### src/aabb_pkg.sv
// Shared types, codes and bound arithmetic for the box overlap table.
`default_nettype none
package aabb_pkg;

  localparam int AXES    = 3;
  localparam int BND_W   = 17;
  localparam int CTR_W   = 24;
  localparam int EXT_W   = 23;
  localparam int OSLOT_W = 5;

  typedef enum logic [1:0] {
    CMD_CREATE = 2'd0,
    CMD_UPDATE = 2'd1,
    CMD_REMOVE = 2'd2,
    CMD_SEARCH = 2'd3
  } cmd_t;

  typedef enum logic [1:0] {
    ST_OK     = 2'd0,
    ST_EMPTY  = 2'd1,
    ST_IN_USE = 2'd2,
    ST_RSVD   = 2'd3
  } status_t;

  typedef logic signed [BND_W-1:0] bnd_t;

  typedef struct packed {
    cmd_t                      cmd;
    logic [OSLOT_W-1:0]        slot;
    logic signed [CTR_W-1:0]   center_x;
    logic signed [CTR_W-1:0]   center_y;
    logic signed [CTR_W-1:0]   center_z;
    logic [EXT_W-1:0]          extent_x;
    logic [EXT_W-1:0]          extent_y;
    logic [EXT_W-1:0]          extent_z;
  } in_req_t;

  typedef struct packed {
    logic [OSLOT_W-1:0] hit_slot;
    logic               hit_valid;
    status_t            status;
    logic               last;
  } out_res_t;

  typedef struct packed {
    bnd_t [AXES-1:0] lo;
    bnd_t [AXES-1:0] hi;
  } bnd_row_t;

  typedef struct packed {
    logic load;
    logic bounds;
    logic exec;
    logic scan;
    logic flush;
  } dp_ctl_t;

  typedef struct packed {
    logic is_search;
    logic room;
    logic scan_done;
  } dp_sts_t;

  // floor((2c - e) / 512)
  function automatic bnd_t lower_of(logic signed [CTR_W-1:0] c, logic [EXT_W-1:0] e);
    logic signed [CTR_W+1:0] c2;
    logic signed [CTR_W+1:0] ev;
    logic signed [CTR_W+1:0] v;
    c2 = {c[CTR_W-1], c, 1'b0};
    ev = {3'b000, e};
    v  = c2 - ev;
    return v[CTR_W+1:9];
  endfunction

  // ceil((2c + e) / 512)
  function automatic bnd_t upper_of(logic signed [CTR_W-1:0] c, logic [EXT_W-1:0] e);
    logic signed [CTR_W+1:0] c2;
    logic signed [CTR_W+1:0] ev;
    logic signed [CTR_W+1:0] v;
    c2 = {c[CTR_W-1], c, 1'b0};
    ev = {3'b000, e};
    v  = c2 + ev + 26'sd511;
    return v[CTR_W+1:9];
  endfunction

endpackage
`default_nettype wire

### src/aabb_overlap_query_table.sv
// Top level of the axis-aligned box overlap table.
// Holds one box per slot as integer bounds per axis in a SLOTS-row memory (six 17-bit
// bounds per row) with a flip-flop in-use bit per slot, cleared at reset. Create,
// update and remove pass the idle, bounds and exec states to the result register;
// a search reads one memory row and makes one overlap compare per cycle while the
// result register has room, and halts while a result waits on out_stall. One request
// is in work at a time; the next is taken while the last result still waits. Hits
// come in ascending slot order, last marks the final one. axis_count selects two or
// three axes. The user must write it only while the block is idle; it is not checked.
`default_nettype none
module aabb_overlap_query_table
  import aabb_pkg::*;
#(
  parameter int SLOTS = 32
) (
  input  wire logic       clk,
  input  wire logic       rst_n,
  input  wire logic       in_valid,
  output logic            in_stall,
  input  wire in_req_t    in_data,
  output logic            out_valid,
  input  wire logic       out_stall,
  output out_res_t        out_data,
  input  wire logic       cfg_valid,
  output logic            cfg_ready,
  input  wire logic [1:0] cfg_data
);

  dp_ctl_t ctl;
  dp_sts_t sts;

  assign cfg_ready = 1'b1;

  aabb_ctrl u_ctrl (
    .clk      (clk),
    .rst_n    (rst_n),
    .in_valid (in_valid),
    .in_stall (in_stall),
    .sts      (sts),
    .ctl      (ctl)
  );

  aabb_dp #(
    .SLOTS (SLOTS)
  ) u_dp (
    .clk       (clk),
    .rst_n     (rst_n),
    .in_data   (in_data),
    .cfg_valid (cfg_valid && cfg_ready),
    .cfg_data  (cfg_data),
    .out_valid (out_valid),
    .out_stall (out_stall),
    .out_data  (out_data),
    .ctl       (ctl),
    .sts       (sts)
  );

endmodule
`default_nettype wire

### src/aabb_ctrl.sv
// Command sequencer for the box overlap table.
`default_nettype none
module aabb_ctrl
  import aabb_pkg::*;
(
  input  wire logic    clk,
  input  wire logic    rst_n,
  input  wire logic    in_valid,
  output logic         in_stall,
  input  wire dp_sts_t sts,
  output dp_ctl_t      ctl
);

  typedef enum logic [5:0] {
    S_IDLE   = 6'b000001,
    S_BOUNDS = 6'b000010,
    S_EXEC   = 6'b000100,
    S_SCAN   = 6'b001000,
    S_FLUSH  = 6'b010000,
    S_SPARE  = 6'b100000
  } state_t;

  state_t state_r, state_nxt;

  always_ff @(posedge clk) begin
    if (!rst_n) begin
      state_r <= S_IDLE;
    end else begin
      state_r <= state_nxt;
    end
  end

  always_comb begin
    state_nxt = state_r;
    ctl       = '0;
    in_stall  = 1'b1;
    unique case (state_r)
      S_IDLE: begin
        in_stall = 1'b0;
        if (in_valid) begin
          ctl.load  = 1'b1;
          state_nxt = S_BOUNDS;
        end
      end
      S_BOUNDS: begin
        ctl.bounds = 1'b1;
        state_nxt  = sts.is_search ? S_SCAN : S_EXEC;
      end
      S_EXEC: begin
        if (sts.room) begin
          ctl.exec  = 1'b1;
          state_nxt = S_IDLE;
        end
      end
      S_SCAN: begin
        ctl.scan = 1'b1;
        if (sts.scan_done) begin
          state_nxt = S_FLUSH;
        end
      end
      S_FLUSH: begin
        if (sts.room) begin
          ctl.flush = 1'b1;
          state_nxt = S_IDLE;
        end
      end
      S_SPARE: begin
        state_nxt = S_IDLE;
      end
      default: begin
        state_nxt = S_IDLE;
      end
    endcase
  end

endmodule
`default_nettype wire

### src/aabb_dp.sv
// Datapath of the box overlap table: bounds, slot table, scan and result register.
`default_nettype none
module aabb_dp
  import aabb_pkg::*;
#(
  parameter int SLOTS = 32
) (
  input  wire logic     clk,
  input  wire logic     rst_n,
  input  wire in_req_t  in_data,
  input  wire logic     cfg_valid,
  input  wire logic [1:0] cfg_data,
  output logic          out_valid,
  input  wire logic     out_stall,
  output out_res_t      out_data,
  input  wire dp_ctl_t  ctl,
  output dp_sts_t       sts
);

  localparam int SLOT_W = $clog2(SLOTS);
  localparam int CNT_W  = $clog2(SLOTS + 1);
  localparam int IDX_W  = (SLOT_W > OSLOT_W) ? SLOT_W : OSLOT_W;

  in_req_t           req_r;
  bnd_t [AXES-1:0]   qlo_r, qhi_r;
  logic [1:0]        axis_cnt_r;
  logic [SLOTS-1:0]  in_use_r;
  logic [CNT_W-1:0]  scan_idx_r;
  logic              cmp_valid_r;
  logic [SLOT_W-1:0] cmp_idx_r;
  bnd_row_t          rd_row_r;
  logic              pend_valid_r;
  logic [SLOT_W-1:0] pend_slot_r;
  logic              out_valid_r;
  out_res_t          out_r;

  bnd_row_t          mem [SLOTS];

  logic              out_fire;
  logic              room;
  logic              scan_adv;
  logic              rd_more;
  logic              rd_en;
  logic              hit;
  logic [AXES-1:0]   axis_ok;
  logic [IDX_W-1:0]  slot_ext;
  logic [SLOT_W-1:0] slot_idx;
  logic              slot_ok;
  logic              slot_used;
  status_t           exec_status;
  logic              wr_en;
  logic              clr_en;
  bnd_row_t          wr_row;
  logic              load_out;
  out_res_t          load_val;
  logic [IDX_W-1:0]  pend_ext;

  assign out_fire = out_valid_r && !out_stall;
  assign room     = !out_valid_r || out_fire;
  assign scan_adv = ctl.scan && room;
  assign rd_more  = scan_idx_r < CNT_W'(SLOTS);
  assign rd_en    = scan_adv && rd_more;

  assign sts.is_search = (req_r.cmd == CMD_SEARCH);
  assign sts.room      = room;
  assign sts.scan_done = !rd_more && !cmp_valid_r;

  assign slot_ext  = IDX_W'(req_r.slot);
  assign slot_idx  = slot_ext[SLOT_W-1:0];
  assign slot_ok   = {1'b0, slot_ext} < (IDX_W+1)'(SLOTS);
  assign slot_used = in_use_r[slot_idx];
  assign pend_ext  = IDX_W'(pend_slot_r);

  always_comb begin
    wr_en       = 1'b0;
    clr_en      = 1'b0;
    exec_status = ST_OK;
    if (!slot_ok) begin
      exec_status = ST_EMPTY;
    end else if (req_r.cmd == CMD_CREATE && slot_used) begin
      exec_status = ST_IN_USE;
    end else if (req_r.cmd != CMD_CREATE && !slot_used) begin
      exec_status = ST_EMPTY;
    end else if (req_r.cmd == CMD_REMOVE) begin
      clr_en = ctl.exec;
    end else begin
      wr_en = ctl.exec;
    end
  end

  assign wr_row.lo = qlo_r;
  assign wr_row.hi = qhi_r;

  always_comb begin
    for (int a = 0; a < AXES; a++) begin
      axis_ok[a] = !(($signed(rd_row_r.lo[a]) > $signed(qhi_r[a])) ||
                     ($signed(rd_row_r.hi[a]) < $signed(qlo_r[a])));
    end
    hit = cmp_valid_r && in_use_r[cmp_idx_r] && axis_ok[0] && axis_ok[1] &&
          (axis_ok[2] || axis_cnt_r != 2'd3);
  end

  always_comb begin
    load_out = 1'b0;
    load_val = '0;
    if (ctl.exec) begin
      load_out        = 1'b1;
      load_val.status = exec_status;
      load_val.last   = 1'b1;
    end else if (ctl.flush) begin
      load_out           = 1'b1;
      load_val.last      = 1'b1;
      load_val.hit_valid = pend_valid_r;
      load_val.hit_slot  = pend_valid_r ? pend_ext[OSLOT_W-1:0] : '0;
    end else if (scan_adv && hit && pend_valid_r) begin
      load_out           = 1'b1;
      load_val.hit_valid = 1'b1;
      load_val.hit_slot  = pend_ext[OSLOT_W-1:0];
    end
  end

  always_ff @(posedge clk) begin
    if (ctl.load) begin
      req_r <= in_data;
    end
    if (ctl.bounds) begin
      qlo_r[0] <= lower_of(req_r.center_x, req_r.extent_x);
      qhi_r[0] <= upper_of(req_r.center_x, req_r.extent_x);
      qlo_r[1] <= lower_of(req_r.center_y, req_r.extent_y);
      qhi_r[1] <= upper_of(req_r.center_y, req_r.extent_y);
      qlo_r[2] <= lower_of(req_r.center_z, req_r.extent_z);
      qhi_r[2] <= upper_of(req_r.center_z, req_r.extent_z);
    end
    if (rd_en) begin
      cmp_idx_r <= scan_idx_r[SLOT_W-1:0];
    end
    if (scan_adv && hit) begin
      pend_slot_r <= cmp_idx_r;
    end
    if (load_out) begin
      out_r <= load_val;
    end
  end

  always_ff @(posedge clk) begin
    if (wr_en) begin
      mem[slot_idx] <= wr_row;
    end
  end

  always_ff @(posedge clk) begin
    if (rd_en) begin
      rd_row_r <= mem[scan_idx_r[SLOT_W-1:0]];
    end
  end

  always_ff @(posedge clk) begin
    if (!rst_n) begin
      axis_cnt_r   <= 2'd2;
      in_use_r     <= '0;
      scan_idx_r   <= '0;
      cmp_valid_r  <= 1'b0;
      pend_valid_r <= 1'b0;
      out_valid_r  <= 1'b0;
    end else begin
      if (cfg_valid) begin
        axis_cnt_r <= cfg_data;
      end
      if (wr_en) begin
        in_use_r[slot_idx] <= 1'b1;
      end else if (clr_en) begin
        in_use_r[slot_idx] <= 1'b0;
      end
      if (ctl.bounds) begin
        scan_idx_r   <= '0;
        cmp_valid_r  <= 1'b0;
        pend_valid_r <= 1'b0;
      end else if (scan_adv) begin
        cmp_valid_r <= rd_more;
        if (rd_more) begin
          scan_idx_r <= scan_idx_r + 1'b1;
        end
        if (hit) begin
          pend_valid_r <= 1'b1;
        end
      end
      if (load_out) begin
        out_valid_r <= 1'b1;
      end else if (out_fire) begin
        out_valid_r <= 1'b0;
      end
    end
  end

  assign out_valid = out_valid_r;
  assign out_data  = out_r;

`ifndef SYNTHESIS
  a_use_only_on_exec: assert property (@(posedge clk) disable iff (!rst_n)
    (rst_n && !ctl.exec) |=> (in_use_r == $past(in_use_r)))
    else $error("slot table changed outside a command");

  a_scan_bound: assert property (@(posedge clk) disable iff (!rst_n)
    scan_idx_r <= CNT_W'(SLOTS))
    else $error("scan index beyond table");

  a_hit_ok: assert property (@(posedge clk) disable iff (!rst_n)
    (out_valid_r && out_r.hit_valid) |-> (out_r.status == ST_OK))
    else $error("hit carries error status");

  a_not_last_is_hit: assert property (@(posedge clk) disable iff (!rst_n)
    (out_valid_r && !out_r.last) |-> out_r.hit_valid)
    else $error("non-final result without hit");
`endif

endmodule
`default_nettype wire

### config.mk
export PLATFORM = sky130hd
export DESIGN_NAME = aabb_overlap_query_table
export DESIGN_NICKNAME = d
export VERILOG_FILES = /design/src/aabb_pkg.sv /design/src/aabb_overlap_query_table.sv /design/src/aabb_ctrl.sv /design/src/aabb_dp.sv
export SDC_FILE = /design/constraint.sdc
export NUM_CORES = 2
export LEC_CHECK = 0
export BUFFER_PORTS_ARGS = -buffer_cell sky130_fd_sc_hd__buf_2
export CAP_MARGIN = 20
export CORE_ASPECT_RATIO = 0.5
export CORE_UTILIZATION = 35
export DETAILED_ROUTE_END_ITERATION = 10
export GPL_TIMING_DRIVEN = 0
export PLACE_DENSITY = 0.6
export SLEW_MARGIN = 40
export SYNTH_ARGS = -nofsm -noshare
export SYNTH_HDL_FRONTEND = slang
export SYNTH_SLANG_ARGS = --single-unit
export TNS_END_PERCENT = 1
### constraint.sdc
create_clock -name clk -period 8.7 [get_ports clk]
set_input_delay 0 -clock clk [delete_from_list [all_inputs] [get_ports clk]]
set_output_delay 0 -clock clk [all_outputs]
set_load 0.05 [all_outputs]
Word level (Yosys, flattened, before mapping)

Memories as Yosys holds them, arrays and structs flattened. A register that Yosys moved wholly into a read port is not among the register bits.
Cells that the tools add are included.

Memories: 1
Memory bits (writable): 3264
Register bits after elaboration: 318
Input port bits: 155

$lt $le $gt $ge: 10
Reduce and logical (&&, ||, !) cells: 36
Add/sub/neg operators: 10
Bitwise operators: 5
Eq/ne operators: 11
Muxes and demuxes: 40

Memories:

| name     | words | bits a word | rd ports | clocked after memory_dff | write ports | line          | text |
|---|---|---|---|---|---|---|---|
| u_dp.mem | 32    | 102         | 1        | 1                        | 1           | aabb_dp.sv:37 | `bnd_row_t mem [SLOTS];` |

Operator list:

| cell                     | number |
|---|---|
| $add A25 B24 Y26         | 3 |
| $add A26 B10 Y26 const B | 3 |
| $sub A25 B24 Y26         | 3 |
| $mux W32                 | 2 |
| $gt A17 B17 Y1           | 3 |
| $lt A17 B17 Y1           | 3 |
| $and A32 B32 Y32         | 1 |
| $not A32 Y32             | 1 |
| $or A32 B32 Y32          | 1 |
| $mux W6                  | 5 |
| $mux W1                  | 26 |
| $pmux W6 S4              | 1 |
| $logic_and A1 B1 Y1      | 13 |
| $lt A5 B6 Y1 const B     | 2 |
| $bmux W1 S5              | 2 |
| $logic_not A1 Y1         | 8 |
| $add A6 B1 Y6 const B    | 1 |
| $eq A6 B1 Y1 const B     | 1 |
| $eq A6 B2 Y1 const B     | 1 |
| $eq A6 B3 Y1 const B     | 1 |
| $eq A6 B4 Y1 const B     | 1 |
| $eq A6 B5 Y1 const B     | 1 |
| $lt A6 B6 Y1 const B     | 1 |
| $ne A2 B2 Y1 const B     | 3 |
| other kinds (14)         | 25 |

Logic depth before layout (Yosys ltp)

Depth after elaboration: 12
Mapped depth: 13
Gate-level depth less buffers: 12

Modules after synthesis

Synthesis repeated with hierarchy kept, for this count alone.

Cell total of the unflattened synthesis: 6457
Area, all modules: 145437.0 um^2

By module, submodules not included:

| module                   | sequential area each (um^2) | times used | area each (um^2) | cells an instance |
|---|---|---|---|---|
| aabb_dp                  | 110015.5                    | 1          | 145087.9         | 6415 |
| aabb_ctrl                | 100.1                       | 1          | 337.8            | 40 |
| aabb_overlap_query_table | 0.0                         | 1          | 11.3             | 2 |

Worst setup path after synthesis

No wires, ideal clock.

Path type: register to register
Start: register u_ctrl.state_r[2]
End: register u_dp.req_r[0] (netlist name) (enable)
Setup slack: 0.637 ns
Clock period less this slack: 8.063 ns
Path buffers: 0
Arrival time: 7.407 ns
Stages on the path, launching flop included: 4
Data required time: 8.044 ns
Cell sequence: dfxtp_1 > nor3_1 > nand3b_1 > nor2_1

RTL lines:

| item                   | line            | text |
|---|---|---|
| from (decl)            | aabb_ctrl.sv:23 | `state_t state_r, state_nxt;` |
| from (signal assigned) | aabb_ctrl.sv:29 | `state_r <= state_nxt;` |
| to (signal assigned)   | aabb_dp.sv:124  | `req_r <= in_data;` |
| to (decl)              | aabb_dp.sv:24   | `in_req_t req_r;` |

Worst setup path in the final report

Start: register u_dp.qhi_r[16] (netlist name)
End: register u_dp.pend_slot_r[1] (netlist: u_dp.pend_ext[1]) (enable)

Cells in the longest elaborated chain, start to end: 7

RTL lines:

| item                              | line           | text |
|---|---|---|
| from (decl)                       | aabb_dp.sv:25  | `bnd_t [AXES-1:0] qlo_r, qhi_r;` |
| $gt A17 B17 Y1                    | aabb_dp.sv:96  | `axis_ok[a] = !(($signed(rd_row_r.lo[a]) > $signed(qhi_r[a])) \|\|` |
| $logic_or A1 B1 Y1                | aabb_dp.sv:96  |  |
| $logic_not A1 Y1                  | aabb_dp.sv:96  |  |
| $logic_and A1 B1 Y1 (3 in series) | aabb_dp.sv:99  | `hit = cmp_valid_r && in_use_r[cmp_idx_r] && axis_ok[0] && axis_ok[1] &&` |
| $logic_and A1 B1 Y1               | aabb_dp.sv:137 | `if (scan_adv && hit) begin` |
| to (signal assigned)              | aabb_dp.sv:138 | `pend_slot_r <= cmp_idx_r;` |
| to (decl)                         | aabb_dp.sv:33  | `logic [SLOT_W-1:0] pend_slot_r;` |

Every way passes these cells.
A chain may end at the register's enable or synchronous reset.

==> run_results.csv <==
group,metric,value,unit
setup_path,critPathBufInv,4,
cts,clock_path_buffers,4,
cells_and_area,final_nets,8320,
timing,slew_headroom,40.5,%
detailed_routing,wire_per_inst,30.4,µm
setup_path,crit_path_frequent_cell,"inv_1",
detailed_routing,wl_met2,193000,µm
power_and_ir_drop,p_seq_share,54.2,%
status,status,"finished clean",
timing,setup_viol,0,
power_and_ir_drop,clkPwrFrac,42.3,%
synthesis,synth-main-ff-cell,"edfxtp_1",
detailed_routing,firstDrtPassIters,6,
detailed_routing,vias,75300,
power_and_ir_drop,cellPowerDensity,202,nW/µm²
setup_path,cp_cell_sequence,"buf_6, inv_1, ha_1, o2bb2ai_1, nor4_1, nand4b_1, a2111oi_4, nand3_1, or4_1, buf_2, inv_1",
cells_and_area,final_core_util,43.1,%
synthesis,yosysUniqueCellTypes,73,
timing,finalCriticalPeriod,4.88,ns
synthesis,syn-cell-area,146000,µm²
cts,clkTransAtPathRegs,0.07,ns
detailed_routing,drc,0,
die,core,414000,µm²
timing,rsz0062_at_grt,"no",
die,ios,167,
power_and_ir_drop,sw_frac_of_total,20.9,%
setup_path,end_kind,"register",
synthesis,ys.warnings.count,0,
setup_path,critPathRequiredTime,9.32,ns
timing,period_share,56.1,%
synthesis,synth_edf_count,3635,
power_and_ir_drop,irDropWorstVdd,197,µV
synthesis,ys_seq_area_share,75.6,%
synthesis,avgSynthCellArea,22.4,µm²
cts,clk_latency,0.94,ns
die,initial_utilization,35.2,%
synthesis,synth_cells,6520,
die,fp.dieW,915,µm
power_and_ir_drop,p_switching,7.55,mW
cts,htree_levels,5,
synthesis,synthArstFlopShare,0,%
global_route,grt.total_usage,19.6,%
timing,hold_viol_final,0,
setup_path,crit_slowest_cell,"a2111oi_4",
setup_path,critPathLaunch,"u_dp.qhi_r[16]",
detailed_routing,route.met3.wl,41000,µm
detailed_routing,drt_iter0_drc,10300,
timing,fin_setup_tns,0,ns
setup_path,r2r_end,"u_dp.pend_ext[1]",
min_path,hold_start,"in_valid",
synthesis,synth_nets,6973,
global_route,grt-ovfl-total,0,
cts,cts_buffers,342,
global_route,antenna_found_initial,25,
setup_path,reg2reg_depth,11,
detailed_routing,routed.top_layer,"met4",
timing,tightest_slew,0.892,ns
cells_and_area,synthToLayoutAreaGrowth,22.6,%
detailed_routing,wl,418000,µm
cts,cts.sinks,3683,
timing,drv_slew,0,
power_and_ir_drop,p_int,28.6,mW
placement,gp_congestion,0.789,
min_path,hp-class,"input pin to register",
detailed_routing,ant_nets,0,
run,cap_violations,0,
power_and_ir_drop,total_power,36.1,mW
die,die_area,419000,µm²
detailed_routing,wl_met1,173000,µm
cts,cts_tree,"done",
cts,cts_root_buf,"clkbuf_16",
placement,io_buffers,164,
min_path,min_to,"u_dp.req_r[146]",
timing,clock.fmax,205,MHz
power_and_ir_drop,p_leak,57.4,nW
die,rows,167,
setup_path,critPathKind,"register to register",
detailed_routing,via_per_inst,5.48,
setup_path,cp_top_family,"simple AND/OR/NAND/NOR gates",
global_route,grt_pass1_vias,74000,
setup_path,cpPeakStageDelay,0.72,ns
placement,dp_hpwl,293000,µm
setup_path,ff2ff_setup_slack,3.82,ns
setup_path,r2r_start,"u_dp.qhi_r[16]",
cells_and_area,final.fill_count,34900,
cts,post-cts-setup-buffers,0,
min_path,whs_path_depth,4,
global_route,grt_max_degree,34,
setup_path,critPathMaxFanout,21,
setup_path,crit_arrival,5.50,ns
cells_and_area,drive_above_1_share,32.1,%
die,dieHeight,458,µm
global_route,grt_pass1_wl,580000,µm
power_and_ir_drop,p_comb_share,3.5,%
setup_path,start_kind,"register",
synthesis,ys_ff_latch,3683,
timing,skew,0.107,ns
-- layer usage --
layer  vias up  GRT usage [%]
li1      30100              -
met1     40600           28.1
met2      3921           30.5
met3       597           4.13
met4         0           5.21
met5         -              0
-- cells in the final DEF, fill, tap and decap left out, types with 106 or more instances in the layout --
cell,n
buf_8,199
clkbuf_2,106
clkbuf_16,349
ha_1,298
dlygate4sd3_1,310
mux4_2,1029
inv_1,302
buf_16,208
edfxtp_1,3635
buf_2,273
-- power by group through the flow --
| stage | combinational, mW | sequential [mW] | clock (mW) |
|---|---|---|---|
| after floorplan | 0.632 | 20.0 | 0 |
| after global placement | 0.958 | 20.1 | 0 |
| after detailed placement | 1.12 | 20.0 | 0 |
| after CTS | 1.23 | 19.6 | 15.5 |
| after global routing | 1.37 | 19.6 | 16.1 |
| final | 1.25 | 19.6 | 15.3 |
-- area by class of cell --
class                      instances  area, µm²  share of cell area, %
sequential                      3683     110000                   61.6
multi-input combinational       2264      33700                   18.9
timing repair buffer            1003      14100                   7.91
clock buffer                     425       9080                   5.08
tap                             5577       6980                   3.91
clock inverter                   195       2050                   1.15
buffer                           271       1400                  0.784
inverter                         302       1130                  0.635
antenna                           27       67.6                 0.0378
-- registers in the layout (all words and copies together) (netlist names), named ones only --
register / cells
u_dp.scan_idx_r: 6
u_dp.mem: 3264
u_dp.out_data: 9
u_dp.slot_ext: 5
u_dp.cmp_idx_r: 5
u_dp.qhi_r: 51
u_dp.pend_valid_r: 1
u_dp.pend_ext: 5
u_dp.cmp_valid_r: 1
u_dp.qlo_r: 51
u_ctrl.state_r: 5
u_dp.req_r: 143
u_dp.rd_row_r: 102
u_dp.axis_cnt_r: 2
u_dp.out_valid: 1
-- what timing repair did --
| action | CTS | global route |
|---|---|---|
| gates resized for setup | 0 | 0 |
| hold endpoints to repair | 254 | 0 |
| hold buffers | 310 | 0 |
-- cell families after synthesis --
| logic type | count (synthesis) | share of synthesized area, % |
|---|---|---|
| compound gates | 367 | 1.72 |
| mux | 1145 | 16.8 |
| flops | 3683 | 75.6 |
| buf+inv | 573 | 1.58 |
| fa+ha+maj | 298 | 2.56 |
| xor+xnor | 73 | 0.439 |
| simple gates | 380 | 1.30 |
| other cells | 1 | 0.00257 |
-- synth_stat cells (9+ instances only) --
cell type | number | share of area [%]
edfxtp_1 | 3635 | 75
mux4_2 | 1029 | 16
inv_1 | 302 | 0.78
ha_1 | 298 | 2.6
clkbuf_1 | 153 | 0.39
nor2_1 | 131 | 0.34
mux2_2 | 103 | 0.80
buf_2 | 93 | 0.32
a21oi_1 | 91 | 0.31
nand2_1 | 64 | 0.16
xnor2_1 | 56 | 0.34
dfxtp_1 | 48 | 0.66
o21ai_0 | 43 | 0.15
o31ai_1 | 42 | 0.22
a21o_1 | 40 | 0.21
nand3_1 | 39 | 0.13
o211ai_1 | 37 | 0.19
nor3_1 | 27 | 0.093
nand4_1 | 21 | 0.090
buf_1 | 19 | 0.049
nand2b_1 | 19 | 0.082
a211oi_1 | 17 | 0.088
xor2_1 | 17 | 0.10
o21a_1 | 15 | 0.077
a31oi_1 | 9 | 0.039
nor2b_1 | 9 | 0.039
nor3b_1 | 9 | 0.046
nor4_1 | 9 | 0.039
-- metrics by stage --
step                      std cells  area (µm²)  setup slack, ns  hold slack, ns
after floorplan                6520      146000            0.637          0.0989
after global placement        12300      154000            -7.31           0.176
after detailed placement      12800      164000             3.72           0.178
after CTS                     13700      178000             3.76         0.00973
after global routing          13700      179000             3.59          0.0875
final                         13700      179000             3.82           0.101
-- worst max path at each step --
stage	slack [ns]	end	cells after the start
after floorplan	0.64	u_dp.req_r[0]	3
after global placement	-7.31	u_dp.mem[13][76]	9
after detailed placement	3.72	u_dp.pend_ext[2]	10
after CTS	3.76	u_dp.pend_ext[2]	10
after global routing	3.59	u_dp.pend_ext[1]	11
final	3.82	u_dp.pend_ext[1]	11
-- worst register-to-register path: stages, from the launching register on --
cell and delay, ns:
edfxtp_1 0.63, buf_6 0.26, inv_1 0.09, ha_1 0.44, o2bb2ai_1 0.20, nor4_1 0.31, nand4b_1 0.54, a2111oi_4 0.73
nand3_1 0.22, or4_1 0.72, buf_2 0.27, inv_1 0.17
No activity file was read; power rests on OpenSTA's default activity.
